==> src/hdl/cle_pkg.sv <==
// ----------------------------------------------------------------------------
// Console line editor package
// Field widths, function codes, result kinds, status codes and the character
// codes that the line editor recognizes and echoes.
// ----------------------------------------------------------------------------
package cle_pkg;

  // Payload field widths.
  localparam int unsigned FuncW   = 2;
  localparam int unsigned ByteW   = 8;
  localparam int unsigned KindW   = 2;
  localparam int unsigned StatusW = 2;

  // Request codes on the input channel.
  localparam logic [FuncW-1:0] FUNC_RX   = 2'd0;
  localparam logic [FuncW-1:0] FUNC_READ = 2'd1;
  localparam logic [FuncW-1:0] FUNC_PUSH = 2'd2;

  // Result kinds on the output channel.
  localparam logic [KindW-1:0] KIND_ECHO = 2'd0;
  localparam logic [KindW-1:0] KIND_DATA = 2'd1;
  localparam logic [KindW-1:0] KIND_STAT = 2'd2;

  // Status codes.
  localparam logic [StatusW-1:0] ST_OK     = 2'd0;
  localparam logic [StatusW-1:0] ST_NOLINE = 2'd1;
  localparam logic [StatusW-1:0] ST_BUSY   = 2'd2;
  localparam logic [StatusW-1:0] ST_FULL   = 2'd3;

  // Character codes.
  localparam logic [ByteW-1:0] CH_ERASE = 8'h7F;
  localparam logic [ByteW-1:0] CH_CR    = 8'h0D;
  localparam logic [ByteW-1:0] CH_LF    = 8'h0A;
  localparam logic [ByteW-1:0] CH_BS    = 8'h08;
  localparam logic [ByteW-1:0] CH_SPACE = 8'h20;
  localparam logic [ByteW-1:0] CH_MASK  = 8'h7F;

endpackage

==> src/hdl/cle_if.sv <==
// ----------------------------------------------------------------------------
// Console line editor channels
// Valid/ready channels for request words and result words.
// ----------------------------------------------------------------------------

// Request channel: one word is a request code and a byte.
interface cle_in_if import cle_pkg::*; ();
  logic               valid;
  logic               ready;
  logic [FuncW-1:0]   func;
  logic [ByteW-1:0]   data;

  modport source (output valid, output func, output data, input ready);
  modport sink   (input valid, input func, input data, output ready);
endinterface

// Result channel: one word is an echo, a delivered byte or a status.
interface cle_out_if import cle_pkg::*; ();
  logic               valid;
  logic               ready;
  logic [KindW-1:0]   kind;
  logic [ByteW-1:0]   value;
  logic [StatusW-1:0] status;
  logic               last;

  modport source (output valid, output kind, output value, output status, output last,
                  input ready);
  modport sink   (input valid, input kind, input value, input status, input last,
                  output ready);
endinterface

==> src/hdl/cle_line_mem.sv <==
// ----------------------------------------------------------------------------
// Console line editor line store
// Synchronous byte memory with one write port and one read port; the read
// data is registered and holds until the next read.
// ----------------------------------------------------------------------------
module cle_line_mem import cle_pkg::*; #(
  parameter int unsigned DEPTH = 16,
  parameter int unsigned AW    = 4
) (
  input  logic             clk_i,
  input  logic             we_i,
  input  logic [AW-1:0]    waddr_i,
  input  logic [ByteW-1:0] wdata_i,
  input  logic             re_i,
  input  logic [AW-1:0]    raddr_i,
  output logic [ByteW-1:0] rdata_o
);

  logic [ByteW-1:0] mem_q [DEPTH];
  logic [ByteW-1:0] rdata_q;

  // Write port.
  always_ff @(posedge clk_i) begin
    if (we_i) begin
      mem_q[waddr_i] <= wdata_i;
    end
  end

  // Registered read port.
  always_ff @(posedge clk_i) begin
    if (re_i) begin
      rdata_q <= mem_q[raddr_i];
    end
  end

  assign rdata_o = rdata_q;

endmodule

==> src/hdl/console_line_editor_unit.sv <==
// ----------------------------------------------------------------------------
// Console line editor
// Edits received bytes into a line buffer with echo, and lets a reader drain
// completed lines byte by byte or push bytes back to the front.
// ----------------------------------------------------------------------------
// Usage: requests arrive on in_i (func, data) and results leave on out_o
// (kind, value, status, last); a word moves when valid and ready are both
// high. A request yields zero to three result words, the final one with
// last set. An erase on an empty buffer and an unused request code yield
// no word at all.
// Sequencing: the block works on one request at a time. It takes the request,
// then loads one result word per cycle into the output register while that
// register is empty or its word is being taken. A read first passes through a
// wait state for the registered read of the line memory. The first result
// word is loaded from the emit state, after that wait state for a read.
// Stalls: the output register is a single stage; while the receiver holds
// ready low, no further word is loaded and in_i stays blocked once the
// current request's words are pending. A new request is accepted while the
// final word of the previous one still waits in the output register.
// Reset: clears the fill count, front position and line-ready flag; the
// line memory needs no clearing, since only written entries are delivered.
// ----------------------------------------------------------------------------
module console_line_editor_unit import cle_pkg::*; #(
  parameter int unsigned DEPTH = 16
) (
  input  logic             clk_i,
  input  logic             rst_ni,
  cle_in_if.sink           in_i,
  cle_out_if.source        out_o
);

  localparam int unsigned AW = (DEPTH > 1) ? $clog2(DEPTH) : 1;
  localparam int unsigned CW = $clog2(DEPTH + 1);
  localparam int unsigned SW = CW + 1;

  localparam logic [CW-1:0] FillFull = CW'(DEPTH);
  localparam logic [AW-1:0] LastIdx  = AW'(DEPTH - 1);
  localparam logic [SW-1:0] DepthS   = SW'(DEPTH);

  typedef enum logic [1:0] {
    S_IDLE,
    S_RDWAIT,
    S_EMIT
  } state_e;

  typedef enum logic [3:0] {
    P_BUSY,
    P_ERASE,
    P_FULL,
    P_CRLF,
    P_ECHO,
    P_NOLINE,
    P_READ,
    P_PUSHOK
  } plan_e;

  state_e           state_q;
  plan_e            plan_q, plan_d;
  logic [1:0]       step_q;
  logic [ByteW-1:0] byte_q;
  logic [AW-1:0]    front_q, front_d;
  logic [CW-1:0]    fill_q, fill_d;
  logic             ready_line_q, ready_line_d;
  logic             has_result;

  logic             out_valid_q;
  logic [KindW-1:0] out_kind_q;
  logic [ByteW-1:0] out_value_q;
  logic [StatusW-1:0] out_status_q;
  logic             out_last_q;

  logic             accept;
  logic             load;
  logic [ByteW-1:0] rx_byte;
  logic [SW-1:0]    tail_sum;
  logic [AW-1:0]    tail_idx;
  logic [AW-1:0]    front_dec;
  logic [AW-1:0]    front_inc;

  logic             mem_we;
  logic [AW-1:0]    mem_waddr;
  logic [ByteW-1:0] mem_wdata;
  logic             mem_re;
  logic [ByteW-1:0] mem_rdata;

  logic [KindW-1:0]   nx_kind;
  logic [ByteW-1:0]   nx_value;
  logic [StatusW-1:0] nx_status;
  logic               nx_last;

  assign in_i.ready = (state_q == S_IDLE);
  assign accept     = in_i.valid && in_i.ready;
  assign rx_byte    = in_i.data & CH_MASK;

  // Buffer positions: tail for appends, one before front for push back.
  assign tail_sum  = SW'(front_q) + SW'(fill_q);
  assign tail_idx  = (tail_sum >= DepthS) ? AW'(tail_sum - DepthS) : AW'(tail_sum);
  assign front_dec = (front_q == '0) ? LastIdx : front_q - AW'(1);
  assign front_inc = (front_q == LastIdx) ? '0 : front_q + AW'(1);

  // Request decode: state update, memory access and result plan.
  always_comb begin
    plan_d       = P_BUSY;
    has_result   = 1'b0;
    front_d      = front_q;
    fill_d       = fill_q;
    ready_line_d = ready_line_q;
    mem_we       = 1'b0;
    mem_waddr    = tail_idx;
    mem_wdata    = rx_byte;
    mem_re       = 1'b0;
    if (accept) begin
      unique case (in_i.func)
        FUNC_RX: begin
          has_result = 1'b1;
          if (ready_line_q) begin
            plan_d = P_BUSY;
          end else if (rx_byte == CH_ERASE) begin
            if (fill_q == '0) begin
              has_result = 1'b0;
            end else begin
              plan_d = P_ERASE;
              fill_d = fill_q - CW'(1);
            end
          end else if (fill_q >= FillFull) begin
            plan_d       = P_FULL;
            ready_line_d = 1'b1;
          end else begin
            plan_d = (rx_byte == CH_CR) ? P_CRLF : P_ECHO;
            mem_we = 1'b1;
            fill_d = fill_q + CW'(1);
            if (rx_byte == CH_CR || fill_q == FillFull - CW'(1)) begin
              ready_line_d = 1'b1;
            end
          end
        end
        FUNC_READ: begin
          has_result = 1'b1;
          if (!ready_line_q || fill_q == '0) begin
            plan_d       = P_NOLINE;
            ready_line_d = 1'b0;
          end else begin
            plan_d  = P_READ;
            mem_re  = 1'b1;
            front_d = front_inc;
            fill_d  = fill_q - CW'(1);
            if (fill_q == CW'(1)) begin
              ready_line_d = 1'b0;
            end
          end
        end
        FUNC_PUSH: begin
          has_result = 1'b1;
          if (fill_q >= FillFull) begin
            plan_d = P_FULL;
          end else begin
            plan_d       = P_PUSHOK;
            mem_we       = 1'b1;
            mem_waddr    = front_dec;
            mem_wdata    = in_i.data;
            front_d      = front_dec;
            fill_d       = fill_q + CW'(1);
            ready_line_d = 1'b1;
          end
        end
        default: begin
          has_result = 1'b0;
        end
      endcase
    end
  end

  cle_line_mem #(
    .DEPTH (DEPTH),
    .AW    (AW)
  ) u_line_mem (
    .clk_i   (clk_i),
    .we_i    (mem_we),
    .waddr_i (mem_waddr),
    .wdata_i (mem_wdata),
    .re_i    (mem_re),
    .raddr_i (front_q),
    .rdata_o (mem_rdata)
  );

  // Next result word from the plan and the step within it.
  always_comb begin
    nx_kind   = KIND_STAT;
    nx_value  = '0;
    nx_status = ST_OK;
    nx_last   = 1'b1;
    unique case (plan_q)
      P_BUSY:   nx_status = ST_BUSY;
      P_FULL:   nx_status = ST_FULL;
      P_NOLINE: nx_status = ST_NOLINE;
      P_PUSHOK: nx_status = ST_OK;
      P_ERASE: begin
        nx_kind  = KIND_ECHO;
        nx_value = (step_q == 2'd1) ? CH_SPACE : CH_BS;
        nx_last  = (step_q == 2'd2);
      end
      P_CRLF: begin
        nx_kind  = KIND_ECHO;
        nx_value = (step_q == 2'd0) ? CH_CR : CH_LF;
        nx_last  = (step_q == 2'd1);
      end
      P_ECHO: begin
        nx_kind  = KIND_ECHO;
        nx_value = byte_q;
      end
      P_READ: begin
        nx_kind  = KIND_DATA;
        nx_value = mem_rdata;
      end
      default: ;
    endcase
  end

  assign load = (state_q == S_EMIT) && (!out_valid_q || out_o.ready);

  // Sequencer, buffer state and the output register.
  always_ff @(posedge clk_i or negedge rst_ni) begin
    if (!rst_ni) begin
      state_q      <= S_IDLE;
      plan_q       <= P_BUSY;
      step_q       <= '0;
      front_q      <= '0;
      fill_q       <= '0;
      ready_line_q <= 1'b0;
      out_valid_q  <= 1'b0;
      out_kind_q   <= KIND_STAT;
      out_value_q  <= '0;
      out_status_q <= ST_OK;
      out_last_q   <= 1'b0;
    end else begin
      front_q      <= front_d;
      fill_q       <= fill_d;
      ready_line_q <= ready_line_d;
      unique case (state_q)
        S_IDLE: begin
          if (accept && has_result) begin
            plan_q  <= plan_d;
            step_q  <= '0;
            state_q <= (plan_d == P_READ) ? S_RDWAIT : S_EMIT;
          end
        end
        S_RDWAIT: begin
          state_q <= S_EMIT;
        end
        S_EMIT: begin
          if (load) begin
            step_q <= step_q + 2'd1;
            if (nx_last) begin
              state_q <= S_IDLE;
            end
          end
        end
        default: state_q <= S_IDLE;
      endcase
      if (load) begin
        out_valid_q  <= 1'b1;
        out_kind_q   <= nx_kind;
        out_value_q  <= nx_value;
        out_status_q <= nx_status;
        out_last_q   <= nx_last;
      end else if (out_o.ready) begin
        out_valid_q  <= 1'b0;
      end
    end
  end

  // Echo byte kept for the result of a plain received byte.
  always_ff @(posedge clk_i) begin
    if (accept) begin
      byte_q <= rx_byte;
    end
  end

  assign out_o.valid  = out_valid_q;
  assign out_o.kind   = out_kind_q;
  assign out_o.value  = out_value_q;
  assign out_o.status = out_status_q;
  assign out_o.last   = out_last_q;

`ifndef ASSERT_OFF
  // The fill count never exceeds the buffer depth.
  a_fill_range: assert property (@(posedge clk_i) disable iff (!rst_ni)
    fill_q <= FillFull)
    else $error("fill count above depth");

  // A line marked ready always holds at least one byte.
  a_ready_nonempty: assert property (@(posedge clk_i) disable iff (!rst_ni)
    ready_line_q |-> (fill_q != '0))
    else $error("line ready with empty buffer");

  // The memory is never written and read in the same cycle.
  a_mem_excl: assert property (@(posedge clk_i) disable iff (!rst_ni)
    !(mem_we && mem_re))
    else $error("line memory read and write overlap");

  // A read that delivers a byte passes through the wait state for the memory, then emits.
  a_read_wait: assert property (@(posedge clk_i) disable iff (!rst_ni)
    (state_q == S_RDWAIT) |-> $past(mem_re) ##1 (state_q == S_EMIT))
    else $error("read wait sequencing broken");

  // The front position stays inside the buffer.
  a_front_range: assert property (@(posedge clk_i) disable iff (!rst_ni)
    front_q <= LastIdx)
    else $error("front position out of range");
`endif

endmodule

==> src/flat_wrapper.sv <==
// flat-port wrapper written by rule: the top's interface ports become plain ports
module console_line_editor_unit_flat import cle_pkg::*;
#(
  parameter int unsigned DEPTH = 16
)
  (clk_i, rst_ni, in_i_valid, in_i_func, in_i_data, in_i_ready, out_o_valid, out_o_kind, out_o_value, out_o_status, out_o_last, out_o_ready);
  cle_in_if in_i_i ();
  cle_out_if out_o_i ();
  input  logic clk_i;
  input  logic rst_ni;
  input wire logic [$bits(in_i_i.valid)-1:0] in_i_valid;
  input wire logic [$bits(in_i_i.func)-1:0] in_i_func;
  input wire logic [$bits(in_i_i.data)-1:0] in_i_data;
  output wire logic [$bits(in_i_i.ready)-1:0] in_i_ready;
  output wire logic [$bits(out_o_i.valid)-1:0] out_o_valid;
  output wire logic [$bits(out_o_i.kind)-1:0] out_o_kind;
  output wire logic [$bits(out_o_i.value)-1:0] out_o_value;
  output wire logic [$bits(out_o_i.status)-1:0] out_o_status;
  output wire logic [$bits(out_o_i.last)-1:0] out_o_last;
  input wire logic [$bits(out_o_i.ready)-1:0] out_o_ready;
  assign in_i_i.valid = in_i_valid;
  assign in_i_i.func = in_i_func;
  assign in_i_i.data = in_i_data;
  assign in_i_ready = in_i_i.ready;
  assign out_o_valid = out_o_i.valid;
  assign out_o_kind = out_o_i.kind;
  assign out_o_value = out_o_i.value;
  assign out_o_status = out_o_i.status;
  assign out_o_last = out_o_i.last;
  assign out_o_i.ready = out_o_ready;
  console_line_editor_unit #(.DEPTH(DEPTH)) u_core (.clk_i(clk_i), .rst_ni(rst_ni), .in_i(in_i_i), .out_o(out_o_i));
endmodule
==> config.mk <==
export PLATFORM = sky130hd
export DESIGN_NAME = console_line_editor_unit_flat
export DESIGN_NICKNAME = d
export VERILOG_FILES = /design/src/hdl/cle_pkg.sv /design/src/hdl/cle_if.sv /design/src/hdl/cle_line_mem.sv /design/src/hdl/console_line_editor_unit.sv /design/src/flat_wrapper.sv
export SDC_FILE = /design/constraint.sdc
export NUM_CORES = 1
export LEC_CHECK = 0
export BUFFER_PORTS_ARGS = -buffer_cell sky130_fd_sc_hd__buf_2
export CAP_MARGIN = 20
export CORE_UTILIZATION = 40
export CTS_CLUSTER_SIZE = 16
export DETAILED_ROUTE_END_ITERATION = 8
export PLACE_DENSITY = 0.62
export SYNTH_ARGS = -nofsm -noshare
export SYNTH_HDL_FRONTEND = slang
export SYNTH_HIERARCHICAL = 1
export SYNTH_SLANG_ARGS = --single-unit
==> constraint.sdc <==
create_clock -name clk_i -period 4.1 [get_ports clk_i]
set_input_delay 0.41 -clock clk_i [delete_from_list [all_inputs] [get_ports clk_i]]
set_output_delay 0.41 -clock clk_i [all_outputs]
set_load 0.02 [all_outputs]
==> impl_metrics.yaml, run 1 <==
sta:
  tns_ns: 0
  min_period_over_period: 0.803
  setup_viol: 0
  worst_slew_pin_slew_ns: 0.977
  period_minus_slack_ns: 3.29
  setup_ws_ns: 0.808
  maxClockFrequency_ghz: 0.304
  hold_viol_final: 0
  slew_viol_final: 0
  rsz0062_at_grt: "no"
  slew_headroom: 0.332
  finalClockSkew_ns: 0.00703
power:
  p_leak_nw: 3.13
  ir_worst_vdd_uv: 367
  power_density_nw_per_um2: 659
  power_mw: 5.70
detailed_routing:
  remaining_drc_errors: 0
  first_iter_violations: 468
  final_antenna_net_count: 0
  drt_first_pass_iters: 5
  wl_mm: 15.6
  wl_per_cell_um: 20.2
  vias: 4459
  vias_per_cell: 5.76
critical_path:
  cp_top_family: "simple AND/OR/NAND/NOR gates"
  crit_top_cell: "nor2_1"
  regToRegStartpoint: "u_core/state_q[1]"
  ff2ff_setup_slack_ns: 0.81
  slowest_stage: "nor2_1"
  worstPathRequired_ns: 4.16
  crit_start: "u_core/state_q[1]"
  cpPeakStageDelay_ns: 0.60
  worstSetupStartpointType: "flip-flop"
  endpoint_kind: "flip-flop"
  crit_buf_inv: 1
  crit_type: "flip-flop to flip-flop"
  critPathMaxFanout: 10
  crit_chain: "or3b_1, inv_1, nand2_1, nor2_1, a21oi_1, or3b_2, nor2_1"
  r2r_end: "u_core/u_line_mem/mem_q[2][0]"
  reg2reg_depth: 7
  crit_arrival_ns: 3.35
clock_tree:
  clkLatencyLatePin_ns: 0.43
  ctsResizeCount: 0
  cts_setup_buffers: 0
  clk_path_buf_depth: 2
  cts.htree.levels: 4
  cts_buffers: 17
  ctsHoldBuffers: 0
  tritoncts: "done"
  clock_sink_count: 174
  clk_pin_slew_ns: 0.07
  cts_root_buf: "clkbuf_16"
yosys:
  yosysUniqueCellTypes: 63
  syn_nets: 523
  ys_seq_elements: 174
  syn_area_um2: 7700
  async_flop_share: 0.178
  synth_edf_count: 143
  synth_ff_type: "edfxtp_1"
  synth.yosys.seq_area_share: 0.658
  synthCells: 491
  synth_area_per_cell_um2: 15.7
  synth_warnings: 6
final_layout:
  nets: 559
  final_cell_mix: "143 x edfxtp_1, 41 x nor2_1, 29 x dfrtp_1"
  drive_gt1_frac: 0.187
  stdcell_area_um2: 8650
  area_growth_pct: 12.3
  antennaDiodeCount: 0
  final_common_cell: "edfxtp_1"
min_path:
  hp-class: "input port to async pin"
global_route:
  grt_max_degree: 38
  antenna_found_initial: 0
  grt_pass1_wl_mm: 24.5
  grt_overflow: 0
  grt_usage: 0.168
  first_global_vias: 4354
floorplan:
  fp.dieW_um: 141
  dieHeight_um: 141
  initial_core_util: 0.410
  io_pins: 29
  die_area_um2: 19800
  core-area_um2: 18800
  rows: 50
place:
  gp_congestion: 0.863
  port_buffers: 28
  pre_cts_slack_ns: 0.715
  dpl-instance-area_um2: 8080
  post-dp-hpwl_mm: 10.4
run_status:
  status: "complete, no violations"
job:
  maxCapViolCount: 0
flip-flops by register name, indices dropped and copies added, names as in the netlist, 2 cells and up:
register and count:
u_core/front_q 4, u_core/out_o.value 8, u_core/out_o.status 2, u_core/u_line_mem/rdata_o 8, u_core/step_q 2, u_core/fill_q 5, u_core/plan_q 3, u_core/out_o.kind 2
u_core/u_line_mem/mem_q 128, u_core/state_q 2, u_core/byte_q 7
routing by layer:
metal / GRT usage / wire length, um / vias to the layer above
met5: 0 / 0 / -
met4: 0.0669 / 318 / 0
met3: 0.0333 / 646 / 23
met2: 0.270 / 7640 / 137
met1: 0.225 / 7040 / 2289
li1: - / - / 2010
cells by family after synthesis:
family | share of synthesized area
simple gates | 0.0749
xor+xnor | 0.00569
buf+inv | 0.0270
compound gates | 0.0916
mux | 0.112
flops | 0.658
fa+ha+maj | 0.0302
per-stage QoR:
| stage | cells | utilization | hold WS (ns) |
|---|---|---|---|
| floorplan | 491 | - | 0.114 |
| global placement | 742 | 0.431 | 0.459 |
| detailed placement | 742 | 0.431 | 0.467 |
| CTS | 774 | 0.461 | 0.0565 |
| global route | 774 | 0.461 | 0.111 |
| finish | 774 | 0.461 | 0.0452 |
final cells by class:
| type | count | area, um2 |
|---|---|---|
| timing repair buffer | 40 | 230 |
| clock inverter | 11 | 98.8 |
| tap | 234 | 293 |
| sequential | 174 | 5070 |
| multi-input combinational | 278 | 2420 |
| fill | 1614 | 10100 |
| clock buffer | 21 | 472 |
| inverter | 16 | 60.1 |
worst register-to-register path, cell delays in order, from the launching register on:
cell	delay [ns]
dfrtp_1	0.43
or3b_1	0.56
inv_1	0.33
nand2_1	0.25
nor2_1	0.16
a21oi_1	0.08
or3b_2	0.52
nor2_1	0.60
synthesized netlist by cell type, types with 3 or more instances:
| master | instances | area [um2] |
|---|---|---|
| a21o_1 | 4 | 30.0 |
| o21ai_1 | 3 | 15.0 |
| dfrtp_1 | 30 | 751 |
| nand4_1 | 3 | 18.8 |
| o31ai_1 | 11 | 82.6 |
| xnor2_1 | 3 | 26.3 |
| mux4_1 | 14 | 368 |
| nor2_1 | 41 | 154 |
| nor2b_1 | 6 | 37.5 |
| nand2_1 | 24 | 90.1 |
| mux2i_1 | 4 | 40.0 |
| and3_1 | 5 | 31.3 |
| a22oi_1 | 18 | 135 |
| clkbuf_1 | 10 | 37.5 |
| buf_6 | 4 | 45.0 |
| edfxtp_1 | 143 | 4290 |
| inv_1 | 16 | 60.1 |
| nand2b_1 | 8 | 50.1 |
| nor3_1 | 8 | 40.0 |
| a221oi_1 | 4 | 35.0 |
| mux4_2 | 18 | 405 |
| o21ai_0 | 10 | 50.1 |
| clkdlybuf4s25_2 | 3 | 30.0 |
| nand3_1 | 6 | 30.0 |
| ha_1 | 17 | 213 |
| buf_2 | 4 | 20.0 |
| a22o_1 | 4 | 35.0 |
| o22ai_1 | 3 | 18.8 |
| a21oi_1 | 20 | 100 |
how the worst max path moves through the flow:
stage | depth (start not counted) | end
after CTS | 7 | u_core/u_line_mem/mem_q[2][0]
after detailed placement | 9 | u_core/u_line_mem/mem_q[2][3]
after floorplan | 8 | u_core/u_line_mem/mem_q[0][0]
after global routing | 6 | u_core/u_line_mem/mem_q[7][4]
final | 7 | u_core/u_line_mem/mem_q[2][0]
after global placement | 9 | u_core/u_line_mem/mem_q[2][1]
power by group:
| group | total, mW | switching [mW] | internal, mW | leakage, nW |
|---|---|---|---|---|
| sequential | 2.34 | 0.193 | 2.14 | 1.68 |
| clock | 1.53 | 0.685 | 0.847 | 0.284 |
| combinational | 1.83 | 1.07 | 0.759 | 1.17 |
| total | 5.70 | 1.95 | 3.75 | 3.13 |
Note: power is estimated with default switching activity, not from simulation.
==> run 2: changes to the inputs <==
--- a/config.mk
+++ b/config.mk
@@ -10,7 +10,7 @@
 export CORE_UTILIZATION = 40
 export CTS_CLUSTER_SIZE = 16
 export DETAILED_ROUTE_END_ITERATION = 8
-export PLACE_DENSITY = 0.62
+export PLACE_DENSITY = 0.64
 export SYNTH_ARGS = -nofsm -noshare
 export SYNTH_HDL_FRONTEND = slang
 export SYNTH_HIERARCHICAL = 1
==> constraint.sdc (replaced) <==
create_clock -name clk_i -period 2.7 [get_ports clk_i]
set_input_delay 0.27 -clock clk_i [delete_from_list [all_inputs] [get_ports clk_i]]
set_output_delay 0.27 -clock clk_i [all_outputs]
set_load 0.02 [all_outputs]
==> impl_metrics.yaml, run 2 (synthesized netlist as in run 1, its figures left out) <==
run_status:
  status: "complete, no violations"
detailed_routing:
  drt_first_pass_iters: 4
  vias_per_cell: 5.60
  wl_per_cell_um: 20.4
  remaining_drc_errors: 0
  wl_mm: 16.3
  final_antenna_net_count: 0
  vias: 4487
  first_iter_violations: 469
critical_path:
  ff2ff_setup_slack_ns: 0.18
  worstSetupStartpointType: "flip-flop"
  cpPeakStageDelay_ns: 0.51
  cp_top_family: "simple AND/OR/NAND/NOR gates"
  crit_start: "u_core/state_q[0]"
  reg2reg_depth: 8
  regToRegStartpoint: "u_core/state_q[0]"
  critPathMaxFanout: 6
  endpoint_kind: "flip-flop"
  cp-endpoint: "u_core/u_line_mem/mem_q[1][6]"
  slowest_stage: "or3b_2"
  crit_buf_inv: 2
  crit_chain: "or3b_1, inv_1, nand2_1, nor2_1, a21oi_1, or3b_2, nor2_2, buf_4"
  crit_type: "flip-flop to flip-flop"
  r2r_end: "u_core/u_line_mem/mem_q[1][6]"
  path_depth: 8
  crit_arrival_ns: 2.66
  worstPathRequired_ns: 2.84
place:
  port_buffers: 28
  dpl-instance-area_um2: 8310
  post-dp-hpwl_mm: 11.0
  pre_cts_slack_ns: 0.148
  place_inst: 770
  gp_congestion: 0.869
global_route:
  grt_max_degree: 39
  grt_usage: 0.178
  first_global_vias: 4577
  grt_overflow: 0
  grt_pass1_wl_mm: 25.9
  antenna_found_initial: 0
min_path:
  hold_start: "out_o_ready"
  hp-class: "input port to flip-flop"
sta:
  hold_viol_final: 0
  maxClockFrequency_ghz: 0.397
  setup_viol: 0
  period_minus_slack_ns: 2.52
  whs_ns: 0.198
  min_period_over_period: 0.933
  finalClockSkew_ns: 0.00937
  slew_headroom: 0.515
  worst_slew_pin_slew_ns: 0.728
  slew_viol_final: 0
  setup_ws_ns: 0.181
  rsz0062_at_grt: "no"
floorplan:
  fp.dieW_um: 141
  rows: 50
  dieHeight_um: 141
  initial_core_util: 0.410
  die_area_um2: 19800
  io_pins: 29
  core-area_um2: 18800
clock_tree:
  cts_root_buf: "clkbuf_16"
  cts.htree.levels: 4
  clk_pin_slew_ns: 0.07
  clkLatencyLatePin_ns: 0.43
  cts_setup_buffers: 0
  cts_buffers: 17
  clk_path_buf_depth: 2
  tritoncts: "done"
  clock_sink_count: 174
final_layout:
  largest_reg_flops: 128
  stdcell_area_um2: 8910
  drive_gt1_frac: 0.236
  antennaDiodeCount: 0
  final_cell_mix: "143 x edfxtp_1, 40 x nor2_1, 40 x buf_4"
  final_common_cell: "edfxtp_1"
  area_growth_pct: 15.7
  nets: 588
  final_cells: 801
  regMostFlops: "u_core/u_line_mem/mem_q"
power:
  ir_worst_vdd_uv: 540
  power_density_nw_per_um2: 1010
  p_leak_nw: 3.29
job:
  maxCapViolCount: 0
## run 2: changes by cell type in the layout (fill, tap and decap cells not counted), sizes merged
cell,previous run,this run
clkbuf,21,17
inv,22,20
bufinv,0,3
buf,40,68
dlygate4sd3,0,1
clkinvlp,0,2
clkinv,5,4
## run 2: worst min-delay path by stage
stage / end / cells past startpoint
global route: u_core/out_o.valid / 3
floorplan: u_core/fill_q[0] / 0
finish: u_core/out_o.valid / 3
detailed placement: u_core/ready_line_q / 1
CTS: u_core/out_o.valid / 3
global placement: u_core/ready_line_q / 1
## run 2: timing repair
item                                   in CTS  in global routing
resized for setup                           0                  2
hold buffers                                1                  0
endpoints found under the hold margin      30                  0
setup endpoints to repair                   0                  7
## run 2: layer usage
layer,share of wire,GRT usage,vias up
met5,0,0,-
met4,0.020,0.0698,0
met3,0.058,0.0425,23
met2,0.49,0.291,146
met1,0.44,0.230,2254
li1,-,-,2064
## run 2: layout make-up
type,count,area [um2]
Fill cell,1612,9850
Sequential cell,174,5070
Multi-Input combinational cell,278,2450
Timing Repair Buffer,69,450
Clock buffer,17,425
Tap cell,234,293
Clock inverter,13,165
Inverter,16,60.1
## run 2: tightest hold or removal path: stages
cell,delay (ns)
buf_2,0.07
nand2b_1,0.18
nand2_1,0.07
## run 2: per-stage QoR
step	TNS [ns]	utilization	power [mW]
final	0	0.475	8.98
after global routing	0	0.475	9.48
after CTS	0	0.475	9.04
after detailed placement	0	0.443	6.54
after global placement	0	0.443	6.50
after floorplan	-3.71	-	5.73
## run 2: report_power, final
group          internal [mW]  switching, mW
registers               3.25          0.263
logic                   1.29           1.70
clock network           1.45           1.02
==> run 3: changes to the inputs <==
==> constraint.sdc (replaced) <==
create_clock -name clk_i -period 2 [get_ports clk_i]
set_input_delay 0.2 -clock clk_i [delete_from_list [all_inputs] [get_ports clk_i]]
set_output_delay 0.2 -clock clk_i [all_outputs]
set_load 0.02 [all_outputs]
==> impl_metrics.yaml, run 3 (synthesized netlist as in run 1, its figures left out) <==
place:
  port_buffers: 28
  place_inst: 814
  dpl-instance-area_um2: 8900
  gp_congestion: 0.861
  post-dp-hpwl_mm: 11.9
clock_tree:
  cts_buffers: 17
  clock_sink_count: 174
  cts_root_buf: "clkbuf_16"
  clkLatencyLatePin_ns: 0.43
  tritoncts: "done"
  cts.htree.levels: 4
  clk_path_buf_depth: 2
  clk_pin_slew_ns: 0.06
detailed_routing:
  first_iter_violations: 365
  vias_per_cell: 5.57
  vias: 4821
  wl_mm: 17.7
  wl_per_cell_um: 20.5
  remaining_drc_errors: 0
  final_antenna_net_count: 0
  drt_first_pass_iters: 5
final_layout:
  antennaDiodeCount: 0
  area_growth_pct: 28.4
  n_fill_cell: 1468
  largest_reg_flops: 128
  nets: 651
  final_common_cell: "edfxtp_1"
  fin_util: 0.527
  final_cell_mix: "143 x edfxtp_1, 80 x buf_4, 28 x buf_2, 28 x dfrtp_1, 27 x nor2_1"
  final_cells: 865
  regMostFlops: "u_core/u_line_mem/mem_q"
  drive_gt1_frac: 0.393
  stdcell_area_um2: 9890
sta:
  rsz0062_at_grt: "yes"
  whs_ns: 0.156
  finalClockSkew_ns: 0.00747
  min_period_over_period: 1.16
  worst_slew_pin_slew_ns: 0.759
  slew_headroom: 0.494
  slew_viol_final: 0
  period_minus_slack_ns: 2.32
  setup_viol: 146
  hold_viol_final: 0
  setup_ws_ns: -0.317
  maxClockFrequency_ghz: 0.432
floorplan:
  fp.dieW_um: 141
  initial_core_util: 0.410
  dieHeight_um: 141
  io_pins: 29
  rows: 50
  core-area_um2: 18800
  die_area_um2: 19800
power:
  ir_worst_vdd_uv: 841
  power_density_nw_per_um2: 1380
  power_mw: 13.7
  p_leak_nw: 3.64
critical_path:
  worstSetupStartpointType: "flip-flop"
  crit_type: "flip-flop to flip-flop"
  worstPathRequired_ns: 2.14
  crit_arrival_ns: 2.46
  critPathMaxFanout: 4
  slowest_stage: "dfrtp_2"
  endpoint_kind: "flip-flop"
  cpPeakStageDelay_ns: 0.46
  reg2reg_depth: 8
  crit_chain: "buf_4, o31ai_1, o31ai_2, nor2_2, a21oi_2, or3b_4, nor3_4, buf_6"
min_path:
  hp-class: "input port to flip-flop"
  holdPathStages: 3
global_route:
  grt_usage: 0.191
  first_global_vias: 5022
  antenna_found_initial: 0
  grt_pass1_wl_mm: 27.7
  grt_max_degree: 32
  grt_overflow: 0
job:
  maxCapViolCount: 0
run_status:
  status: "finished, violations left"
  failed_checks: "setup timing"
[run 3: cell count changes in the layout (fill, tap and decap cells not counted), moves of 5 or more]
cell,previous run,this run
buf_4,40,80
nor2_1,40,27
buf_12,0,12
buf_6,0,11
nor2_4,0,11
a22oi_1,18,10
a22oi_2,0,8
ha_1,17,12
ha_4,0,5
inv_1,16,11
[run 3: worst max-delay path, delay by kind of cell, from the launching register on]
| family | cells | cell delay, ns |
|---|---|---|
| AND/OR/NAND/NOR | 3 | 0.74 |
| AO/OA/AOI/OAI | 3 | 0.52 |
| flip-flops | 1 | 0.46 |
| buffers and inverters | 2 | 0.32 |
[run 3: metrics by stage]
| step | TNS [ns] | setup WS, ns |
|---|---|---|
| 3_3_place_gp | -41.16 | -0.369 |
| 2_1_floorplan | -34.33 | -0.347 |
| 3_5_place_dp | -44.97 | -0.430 |
| 6_report | -32.38 | -0.317 |
| 5_1_grt | -42.59 | -0.389 |
| 4_1_cts | -27.06 | -0.281 |
[run 3: layout make-up]
| cell class | instances | area [um2] | area share |
|---|---|---|---|
| repair buffers | 132 | 1110 | 0.113 |
| clock buffers | 20 | 437 | 0.0441 |
| clock inverters | 11 | 108 | 0.0109 |
| inverters | 16 | 72.6 | 0.00733 |
| multi-input cells | 278 | 2800 | 0.283 |
| flip-flops and latches | 174 | 5070 | 0.513 |
| well taps | 234 | 293 | 0.0296 |
[run 3: final timing paths]
check / startpoint / to / slack [ns]
worst max-delay path: u_core/front_q[0] / u_core/u_line_mem/mem_q[0][5] / -0.32
worst max register to register: u_core/front_q[0] / u_core/u_line_mem/mem_q[0][5] / -0.32
min in group asynchronous: rst_ni / u_core/step_q[0] / 0.37
worst min register to register: u_core/out_o.kind[0] / u_core/out_o.kind[0] / 0.47
max in group asynchronous: rst_ni / u_core/front_q[1] / 1.09
worst min-delay path: out_o_ready / u_core/out_o.valid / 0.16
[run 3: what timing repair did]
action                                 CTS  global route
pin swaps                               20            12
gates resized for setup                 45            19
setup endpoints to repair              158           160
buffers inserted                        20             1
hold buffers                             1             0
endpoints found under the hold margin   30             0
[run 3: routing by layer]
layer,vias to the layer above,GRT usage,share of wire
li1,2203,-,-
met3,29,0.0445,0.050
met1,2421,0.244,0.43
met2,168,0.318,0.50
met5,-,0,0
met4,0,0.0744,0.022
[run 3: power by group]
| part | switching [mW] | internal (mW) | total, mW |
|---|---|---|---|
| registers | 0.313 | 4.40 | 4.71 |
| logic | 3.24 | 2.69 | 5.93 |
| clock network | 1.34 | 1.72 | 3.06 |
| total | 4.89 | 8.81 | 13.7 |
